<file path="src/tgc_pkg.sv">
// Shared types and constants of the thresholded gray centroid block.
// No dependencies; imported by tgc_ctrl, tgc_datapath and the top level.
package tgc_pkg;

   localparam int INT_W = 30;
   localparam int WSUM_W = 41;
   localparam int COORD_W = 11;
   localparam int GRAY_SUM_W = 22;
   localparam int GRAY_SHIFT = 14;

   localparam logic [13:0] GRAY_WB = 14'd1868;
   localparam logic [13:0] GRAY_WG = 14'd9617;
   localparam logic [13:0] GRAY_WR = 14'd4899;
   localparam logic [13:0] GRAY_ROUND = 14'd8192;

   localparam logic [7:0] THRESHOLD_RST = 8'd20;
   localparam logic [11:0] FRAME_WIDTH_RST = 12'd640;

   localparam logic CSR_THRESHOLD = 1'b0;
   localparam logic CSR_FRAME_WIDTH = 1'b1;

   localparam int DIV_STEPS = WSUM_W;
   localparam int DIV_CNT_W = $clog2(DIV_STEPS);

   typedef struct packed {
      logic accept;
      logic div_load;
      logic div_sel_y;
      logic div_step;
      logic cap_x;
      logic cap_y;
      logic cap_dark;
      logic clear_sums;
   } cmd_type;

   typedef struct packed {
      logic dark;
      logic div_last;
   } status_type;

endpackage

</file>
<file path="src/tgc_ctrl.sv">
// Controller of the thresholded gray centroid block: frame and division sequencing.
// Depends on tgc_pkg.
module tgc_ctrl (
   input  logic                clock,
   input  logic                reset,
   input  logic                req_tvalid,
   input  logic                req_tlast,
   output logic                req_tready,
   output logic                rsp_tvalid,
   input  logic                rsp_tready,
   input  tgc_pkg::status_type status,
   output tgc_pkg::cmd_type    cmd
);
   import tgc_pkg::*;

   localparam logic [2:0] ST_ACC   = 3'd0;
   localparam logic [2:0] ST_FLUSH = 3'd1;
   localparam logic [2:0] ST_LOADX = 3'd2;
   localparam logic [2:0] ST_DIVX  = 3'd3;
   localparam logic [2:0] ST_LOADY = 3'd4;
   localparam logic [2:0] ST_DIVY  = 3'd5;
   localparam logic [2:0] ST_FIN   = 3'd6;
   localparam logic [2:0] ST_OUT   = 3'd7;

   logic [2:0] state_ff;
   logic [2:0] state_in;

   always_comb begin
      cmd = '0;
      state_in = state_ff;
      req_tready = (state_ff == ST_ACC);
      rsp_tvalid = (state_ff == ST_OUT);
      cmd.accept = req_tready & req_tvalid;
      unique case (state_ff)
         ST_ACC: begin
            if (cmd.accept && req_tlast) state_in = ST_FLUSH;
         end
         ST_FLUSH: begin
            state_in = ST_LOADX;
         end
         ST_LOADX: begin
            if (status.dark) begin
               cmd.cap_dark = 1'b1;
               cmd.clear_sums = 1'b1;
               state_in = ST_OUT;
            end else begin
               cmd.div_load = 1'b1;
               state_in = ST_DIVX;
            end
         end
         ST_DIVX: begin
            cmd.div_step = 1'b1;
            if (status.div_last) state_in = ST_LOADY;
         end
         ST_LOADY: begin
            cmd.cap_x = 1'b1;
            cmd.div_load = 1'b1;
            cmd.div_sel_y = 1'b1;
            state_in = ST_DIVY;
         end
         ST_DIVY: begin
            cmd.div_step = 1'b1;
            if (status.div_last) state_in = ST_FIN;
         end
         ST_FIN: begin
            cmd.cap_y = 1'b1;
            cmd.clear_sums = 1'b1;
            state_in = ST_OUT;
         end
         ST_OUT: begin
            if (rsp_tready) state_in = ST_ACC;
         end
         default: state_in = ST_ACC;
      endcase
   end

   always_ff @(posedge clock) begin
      if (reset) begin
         state_ff <= ST_ACC;
      end else begin
         state_ff <= state_in;
      end
   end

endmodule

</file>
<file path="src/tgc_datapath.sv">
// Datapath of the thresholded gray centroid block: gray conversion, counters,
// saturating sums, shared restoring divider and result register. Depends on tgc_pkg.
module tgc_datapath #(
   parameter int MAX_WIDTH = 2048,
   parameter int MAX_HEIGHT = 2048
) (
   input  logic                clock,
   input  logic                reset,
   input  tgc_pkg::cmd_type    cmd,
   output tgc_pkg::status_type status,
   input  logic                csr_we,
   input  logic                csr_addr,
   input  logic [11:0]         csr_wdata,
   input  logic [7:0]          blue,
   input  logic [7:0]          green,
   input  logic [7:0]          red,
   input  logic                last_pixel,
   output logic [tgc_pkg::COORD_W-1:0] center_x,
   output logic [tgc_pkg::COORD_W-1:0] center_y,
   output logic                dark_frame
);
   import tgc_pkg::*;

   localparam int CW = $clog2(MAX_WIDTH);
   localparam int RW = $clog2(MAX_HEIGHT);
   localparam int WW = (CW + 1 > 12) ? CW + 1 : 12;
   localparam logic [WW-1:0] WIDTH_MAX = WW'(MAX_WIDTH);
   localparam logic [RW-1:0] ROW_MAX = RW'(MAX_HEIGHT - 1);
   localparam logic [WSUM_W-1:0] XMAX = WSUM_W'(MAX_WIDTH - 1);
   localparam logic [WSUM_W-1:0] YMAX = WSUM_W'(MAX_HEIGHT - 1);

   logic [7:0]  thr_ff;
   logic [11:0] fw_ff;

   logic [CW-1:0] col_ff;
   logic [CW-1:0] col_in;
   logic [RW-1:0] row_ff;
   logic [RW-1:0] row_in;
   logic [WW-1:0] width_eff;

   logic [GRAY_SUM_W-1:0] gray_sum;
   logic [7:0] gray_raw;
   logic [7:0] gray_thr;

   logic          acc_vld_ff;
   logic [7:0]    gray_ff;
   logic [CW-1:0] gcol_ff;
   logic [RW-1:0] grow_ff;

   logic [INT_W-1:0]  it_ff;
   logic [WSUM_W-1:0] cw_ff;
   logic [WSUM_W-1:0] rw_ff;
   logic [INT_W:0]    it_sum;
   logic [WSUM_W:0]   cw_sum;
   logic [WSUM_W:0]   rw_sum;
   logic [CW+7:0]     cprod;
   logic [RW+7:0]     rprod;

   logic [WSUM_W-1:0]    div_q_ff;
   logic [INT_W-1:0]     div_r_ff;
   logic [DIV_CNT_W-1:0] div_cnt_ff;
   logic [INT_W:0]       div_rsh;
   logic                 div_ge;
   logic [INT_W:0]       div_diff;

   logic [COORD_W-1:0] cx_ff;
   logic [COORD_W-1:0] cy_ff;
   logic               dark_ff;
   logic [WSUM_W-1:0]  xq_clamp;
   logic [WSUM_W-1:0]  yq_clamp;

   // configuration
   always_ff @(posedge clock) begin
      if (reset) begin
         thr_ff <= THRESHOLD_RST;
         fw_ff <= FRAME_WIDTH_RST;
      end else if (csr_we) begin
         unique case (csr_addr)
            CSR_THRESHOLD:   thr_ff <= csr_wdata[7:0];
            CSR_FRAME_WIDTH: fw_ff <= csr_wdata;
            default: ;
         endcase
      end
   end

   // gray conversion and threshold
   always_comb begin
      gray_sum = GRAY_SUM_W'(GRAY_WB) * GRAY_SUM_W'(blue)
               + GRAY_SUM_W'(GRAY_WG) * GRAY_SUM_W'(green)
               + GRAY_SUM_W'(GRAY_WR) * GRAY_SUM_W'(red)
               + GRAY_SUM_W'(GRAY_ROUND);
      gray_raw = gray_sum[GRAY_SHIFT+7:GRAY_SHIFT];
      gray_thr = (gray_raw < thr_ff) ? 8'd0 : gray_raw;
   end

   // raster counters
   always_comb begin
      if (fw_ff == 12'd0) begin
         width_eff = WW'(1);
      end else if (WW'(fw_ff) > WIDTH_MAX) begin
         width_eff = WIDTH_MAX;
      end else begin
         width_eff = WW'(fw_ff);
      end
      col_in = col_ff;
      row_in = row_ff;
      if (cmd.accept) begin
         if (last_pixel) begin
            col_in = '0;
            row_in = '0;
         end else if (WW'(col_ff) + WW'(1) >= width_eff) begin
            col_in = '0;
            if (row_ff < ROW_MAX) row_in = row_ff + RW'(1);
         end else begin
            col_in = col_ff + CW'(1);
         end
      end
   end

   always_ff @(posedge clock) begin
      if (reset) begin
         col_ff <= '0;
         row_ff <= '0;
         acc_vld_ff <= 1'b0;
      end else begin
         col_ff <= col_in;
         row_ff <= row_in;
         acc_vld_ff <= cmd.accept;
      end
   end

   always_ff @(posedge clock) begin
      if (cmd.accept) begin
         gray_ff <= gray_thr;
         gcol_ff <= col_ff;
         grow_ff <= row_ff;
      end
   end

   // saturating sums
   always_comb begin
      cprod = (CW+8)'(gcol_ff) * (CW+8)'(gray_ff);
      rprod = (RW+8)'(grow_ff) * (RW+8)'(gray_ff);
      it_sum = {1'b0, it_ff} + (INT_W+1)'(gray_ff);
      cw_sum = {1'b0, cw_ff} + (WSUM_W+1)'(cprod);
      rw_sum = {1'b0, rw_ff} + (WSUM_W+1)'(rprod);
   end

   always_ff @(posedge clock) begin
      if (reset || cmd.clear_sums) begin
         it_ff <= '0;
         cw_ff <= '0;
         rw_ff <= '0;
      end else if (acc_vld_ff) begin
         it_ff <= it_sum[INT_W] ? '1 : it_sum[INT_W-1:0];
         cw_ff <= cw_sum[WSUM_W] ? '1 : cw_sum[WSUM_W-1:0];
         rw_ff <= rw_sum[WSUM_W] ? '1 : rw_sum[WSUM_W-1:0];
      end
   end

   // restoring divider, one quotient bit per cycle
   always_comb begin
      div_rsh = {div_r_ff, div_q_ff[WSUM_W-1]};
      div_diff = div_rsh - {1'b0, it_ff};
      div_ge = (div_rsh >= {1'b0, it_ff});
   end

   always_ff @(posedge clock) begin
      if (cmd.div_load) begin
         div_q_ff <= cmd.div_sel_y ? rw_ff : cw_ff;
         div_r_ff <= '0;
         div_cnt_ff <= DIV_CNT_W'(DIV_STEPS - 1);
      end else if (cmd.div_step) begin
         div_q_ff <= {div_q_ff[WSUM_W-2:0], div_ge};
         div_r_ff <= div_ge ? div_diff[INT_W-1:0] : div_rsh[INT_W-1:0];
         div_cnt_ff <= div_cnt_ff - DIV_CNT_W'(1);
      end
   end

   always_comb begin
      status.dark = (it_ff == '0);
      status.div_last = (div_cnt_ff == '0);
   end

   // result register
   always_comb begin
      xq_clamp = (div_q_ff > XMAX) ? XMAX : div_q_ff;
      yq_clamp = (div_q_ff > YMAX) ? YMAX : div_q_ff;
   end

   always_ff @(posedge clock) begin
      if (cmd.cap_dark) begin
         cx_ff <= '0;
         cy_ff <= '0;
         dark_ff <= 1'b1;
      end else begin
         if (cmd.cap_x) cx_ff <= xq_clamp[COORD_W-1:0];
         if (cmd.cap_y) begin
            cy_ff <= yq_clamp[COORD_W-1:0];
            dark_ff <= 1'b0;
         end
      end
   end

   assign center_x = cx_ff;
   assign center_y = cy_ff;
   assign dark_frame = dark_ff;

endmodule

</file>
<file path="src/thresholded_gray_centroid_top.sv">
// Top level of the thresholded gray centroid block.
// Depends on tgc_pkg, tgc_ctrl and tgc_datapath.
//
// Usage:
//   req_ channel carries BGR pixels in raster order, one beat per pixel;
//   req_tlast marks the final pixel of a frame. Each pixel is turned into
//   gray, thresholded and folded into intensity, column- and row-weighted
//   sums at one pixel per clock.
//   After the last pixel the input stalls while a shared restoring divider
//   forms both quotients, one bit per cycle.
//   The result beat appears on the rsp_ channel after the last pixel is
//   accepted and the flush, two loads, divide steps and capture are done; a dark
//   frame skips the divider and shows its beat after the flush and first load.
//   rsp_tuser flags a frame with zero total intensity; the centre is 0,0.
//   The result is held until rsp_tready; req_tready stays low meanwhile,
//   and the next frame is accepted in the cycle after the result beat.
//   The csr_ port writes threshold (index 0) and frame width (index 1);
//   write only while idle.
//   Synchronous reset restores threshold 20, width 640 and clears all sums.
module thresholded_gray_centroid_top #(
   parameter int MAX_WIDTH = 2048,
   parameter int MAX_HEIGHT = 2048
) (
   input  logic        clock,
   input  logic        reset,
   input  logic        req_tvalid,
   output logic        req_tready,
   input  logic [23:0] req_tdata,   // blue[7:0], green[15:8], red[23:16]
   input  logic        req_tlast,   // last_pixel
   output logic        rsp_tvalid,
   input  logic        rsp_tready,
   output logic [23:0] rsp_tdata,   // center_x[10:0], center_y[21:11], zero[23:22]
   output logic        rsp_tuser,   // dark_frame
   input  logic        csr_we,
   input  logic        csr_addr,
   input  logic [11:0] csr_wdata
);
   import tgc_pkg::*;

   cmd_type    cmd;
   status_type status;
   logic [COORD_W-1:0] center_x;
   logic [COORD_W-1:0] center_y;

   tgc_ctrl u_ctrl (
      .clock      (clock),
      .reset      (reset),
      .req_tvalid (req_tvalid),
      .req_tlast  (req_tlast),
      .req_tready (req_tready),
      .rsp_tvalid (rsp_tvalid),
      .rsp_tready (rsp_tready),
      .status     (status),
      .cmd        (cmd)
   );

   tgc_datapath #(
      .MAX_WIDTH  (MAX_WIDTH),
      .MAX_HEIGHT (MAX_HEIGHT)
   ) u_dp (
      .clock      (clock),
      .reset      (reset),
      .cmd        (cmd),
      .status     (status),
      .csr_we     (csr_we),
      .csr_addr   (csr_addr),
      .csr_wdata  (csr_wdata),
      .blue       (req_tdata[7:0]),
      .green      (req_tdata[15:8]),
      .red        (req_tdata[23:16]),
      .last_pixel (req_tlast),
      .center_x   (center_x),
      .center_y   (center_y),
      .dark_frame (rsp_tuser)
   );

   assign rsp_tdata = {2'b00, center_y, center_x};

endmodule

</file>
<file path="config.mk">
export PLATFORM = sky130hd
export DESIGN_NAME = thresholded_gray_centroid_top
export DESIGN_NICKNAME = d
export VERILOG_FILES = /design/src/tgc_pkg.sv /design/src/tgc_ctrl.sv /design/src/tgc_datapath.sv /design/src/thresholded_gray_centroid_top.sv
export SDC_FILE = /design/constraint.sdc
export NUM_CORES = 1
export LEC_CHECK = 0
export ABC_AREA = 1
export BUFFER_PORTS_ARGS = -buffer_cell sky130_fd_sc_hd__buf_4
export CAP_MARGIN = 20
export CORE_ASPECT_RATIO = 1.25
export CORE_MARGIN = 5
export CORE_UTILIZATION = 55
export CTS_BUF_LIST = sky130_fd_sc_hd__clkbuf_8
export CTS_CLUSTER_DIAMETER = 200
export DETAILED_ROUTE_END_ITERATION = 12
export PLACE_DENSITY = 0.78
export REMOVE_ABC_BUFFERS = 1
export SLEW_MARGIN = 10
export SYNTH_ARGS = -nofsm -noshare
export SYNTH_HDL_FRONTEND = slang
export SYNTH_SLANG_ARGS = --single-unit
</file>
<file path="constraint.sdc">
create_clock -name clock -period 9.1 [get_ports clock]
set_input_delay 1.82 -clock clock [delete_from_list [all_inputs] [get_ports clock]]
set_output_delay 1.82 -clock clock [all_outputs]
set_load 0.02 [all_outputs]
</file>
==> impl_metrics.ini <==
[hold_path]
hp-class = reg -> reg
hold_depth = 2

[cts]
cts_tree = yes
root_buffer = clkbuf_8
cts_sinks = 288
cts_buffers = 49
clk-insertion-delay-late_ns = 0.65
clk_pin_slew_ns = 0.07
cts-htree-levels = 2
clk_path_buf_depth = 3

[finish]
mostFrequentLayoutCell = nand2_1
stdcell_count = 4550
multiInputGateArea_mm2 = 0.0185
fin_area_mm2 = 0.0308
n_fill_cell = 4683
layout.nets = 4416
drive_above_1_share_pct = 7.80
area_growth_pct = 8.88
layout_common_cells = nand2_1, inv_1, ha_1, nor2_1, fa_1
regArea_mm2 = 0.00648

[critical_path]
ff2ff_path_depth = 16
reg2reg_slack_ns = 2.91
cp_data_arrival_time_ns = 9.16
worstSetupEndpointType = flop
worst_setup_path_start_kind = input port
timing.critical_path.mode_cell = inv_1
critPathKind = in -> reg
cpMaxStageDelayCell = fa_1
slowest_delay_ns = 0.54
required_ns = 9.48
path_max_fanout = 8

[synthesis]
ys.flop_type = dfxtp_1
syn_area_per_cell_um2 = 7.50
synth_area_mm2 = 0.0283
ys_warn_count = 0
synth_seq_cells = 288
ys_seq_area_share_pct = 22.9
synth_cells = 3776
async_flop_share_pct = 0
synth_cell_type_count = 69
synth_edf_count = 71

[placed_design]
place_hpwl_mm = 55.6
pre_cts_slack_ns = -0.462
port_buffers = 67
place_area_mm2 = 0.0296
dp.cells = 4458
place_congestion = 0.952

[floorplan]
die_area_mm2 = 0.0562
initial_core_util_pct = 55.2
io_pins = 70
core.rowCount = 93
die_h_um = 264
coreArea_mm2 = 0.0513
dieWidth_um = 213

[routing]
wl_mm = 71.6
vias_per_cell = 5.42
wire_per_inst_um = 15.7
dr.pass1.iters = 7
num_vias = 24675
drt_iter0_drc = 1809
drc_errors = 0
antenna_left = 0

[timing]
setup_viol = 0
hold_viol = 0
post-route-period-util_pct = 96.5
layout_setup_ws_ns = 0.314
slew-limit-headroom_pct = 21.8
clock.fmax_ghz = 0.114
finClkSkew_ns = 0.0282
maxSlewViolCount = 0
fin_crit_ns = 8.79
holdWs_ns = 0.464
tightest_slew_ns = 1.17

[job]
drv_cap = 0

[grt]
grt_pass1_vias = 24711
antenna_found_initial = 1
grt_start_max_net_pins = 76
grt_pass1_wl_mm = 118
grt_util_all_layers_pct = 25.3
grt_overflow_total = 0

[outcome]
status = complete, no violations
==> cell usage after synthesis (all sizes together), types with 8 or more instances <==
master	count	area (um^2)
o21bai	10	82.6
ha	295	3690
edfxtp	71	2130
fa	231	4620
nand4	53	359
nor2	267	1040
clkbuf	81	327
or2	14	90.1
dfxtp	217	4340
nor3	61	373
a21boi	9	71.3
xnor2	41	359
o21ai	225	1140
nand2	826	3130
o211ai	22	165
nor4	25	178
xor2	51	447
a21o	15	113
buf	31	211
nand3	149	761
a221oi	8	114
inv	772	2900
a21oi	223	1120
a31oi	40	263
==> layout make-up <==
type / instances / area share [%]
diodes: 1 / 0.00811
well taps: 665 / 2.70
flip-flops and latches: 288 / 21.0
repair buffers: 131 / 3.29
inverters: 774 / 9.42
clock buffers: 57 / 2.54
clock inverters: 31 / 0.974
multi-input cells: 2603 / 60.1
==> layer usage <==
layer / wire length, um / GRT usage [%] / share of wire [%] / vias up
met3: 3600 / 3.34 / 5.0 / 209
met1: 28400 / 29.9 / 40 / 11605
li1: - / - / - / 12127
met2: 36600 / 45.9 / 51 / 734
met4: 3000 / 10.1 / 4.2 / 0
met5: 0 / 0 / 0 / -
==> path summary, 6_finish.rpt <==
check / startpoint / end
max: req_tdata[2] / u_dp.gray_ff[3]$_SDFFCE_PN0P_
min: u_dp.dark_frame$_SDFFE_PP1P_ / u_dp.dark_frame$_SDFFE_PP1P_
max reg2reg: u_dp.gray_ff[7]$_SDFFCE_PN0P_ / u_dp.rw_ff[18]$_SDFFE_PP0P_
min reg2reg: u_dp.dark_frame$_SDFFE_PP1P_ / u_dp.dark_frame$_SDFFE_PP1P_
==> critical path: cells and delay by family <==
kind / cells / cell delay, ns
and+or+nand+nor: 6 / 0.78
buffers and inverters: 10 / 0.80
AOI/OAI and AO/OA: 5 / 0.66
xor gates and xnor gates: 2 / 0.29
adders and majority gates: 12 / 4.83
==> through the flow <==
step	utilization [%]	TNS [ns]
2_1_floorplan	-	-0.662
4_1_cts	59.8	0
3_3_place_gp	57.7	-2.15
5_1_grt	60.1	-0.0576
6_report	60.1	0
3_5_place_dp	57.7	-3.61
==> sequential cells by signal, indices dropped and copies added, names as in the netlist, 6 cells and up <==
register and count:
u_dp.cw_ff 41, u_dp.div_q_ff 41, u_dp.rw_ff 41, u_dp.div_r_ff 30, u_dp.it_ff 30, u_dp.fw_ff 12
u_dp.center_x 11, u_dp.center_y 11, u_dp.col_ff 11, u_dp.gcol_ff 11, u_dp.grow_ff 11, u_dp.row_ff 11
u_dp.gray_ff 8, u_dp.thr_ff 8, u_dp.div_cnt_ff 6
==> cell families (layout without fill, tap and decap cells) <==
| group | count (synthesis) | count (layout) | synth area share, % |
|---|---|---|---|
| and+or+nand+nor | 1406 | 1406 | 21.2 |
| buffers and inverters | 886 | 993 | 12.2 |
| AOI/OAI and AO/OA | 576 | 576 | 11.5 |
| adders and majority gates | 526 | 526 | 29.4 |
| DFF | 288 | 288 | 22.9 |
| xor gates and xnor gates | 92 | 92 | 2.84 |
| other | 1 | 3 | 0.0132 |
| muxes | 1 | 1 | 0.0353 |
==> repair_timing <==
item | 4_1_cts | 5_1_grt
endpoints found under the setup margin | 0 | 8
gates resized for setup | 0 | 21
hold buffers | 0 | 0
setup buffers | 0 | 1
Power is left out: the tool's default activity adds up to more than one toggle a clock period on the data nets, which glitch-free logic cannot reach.
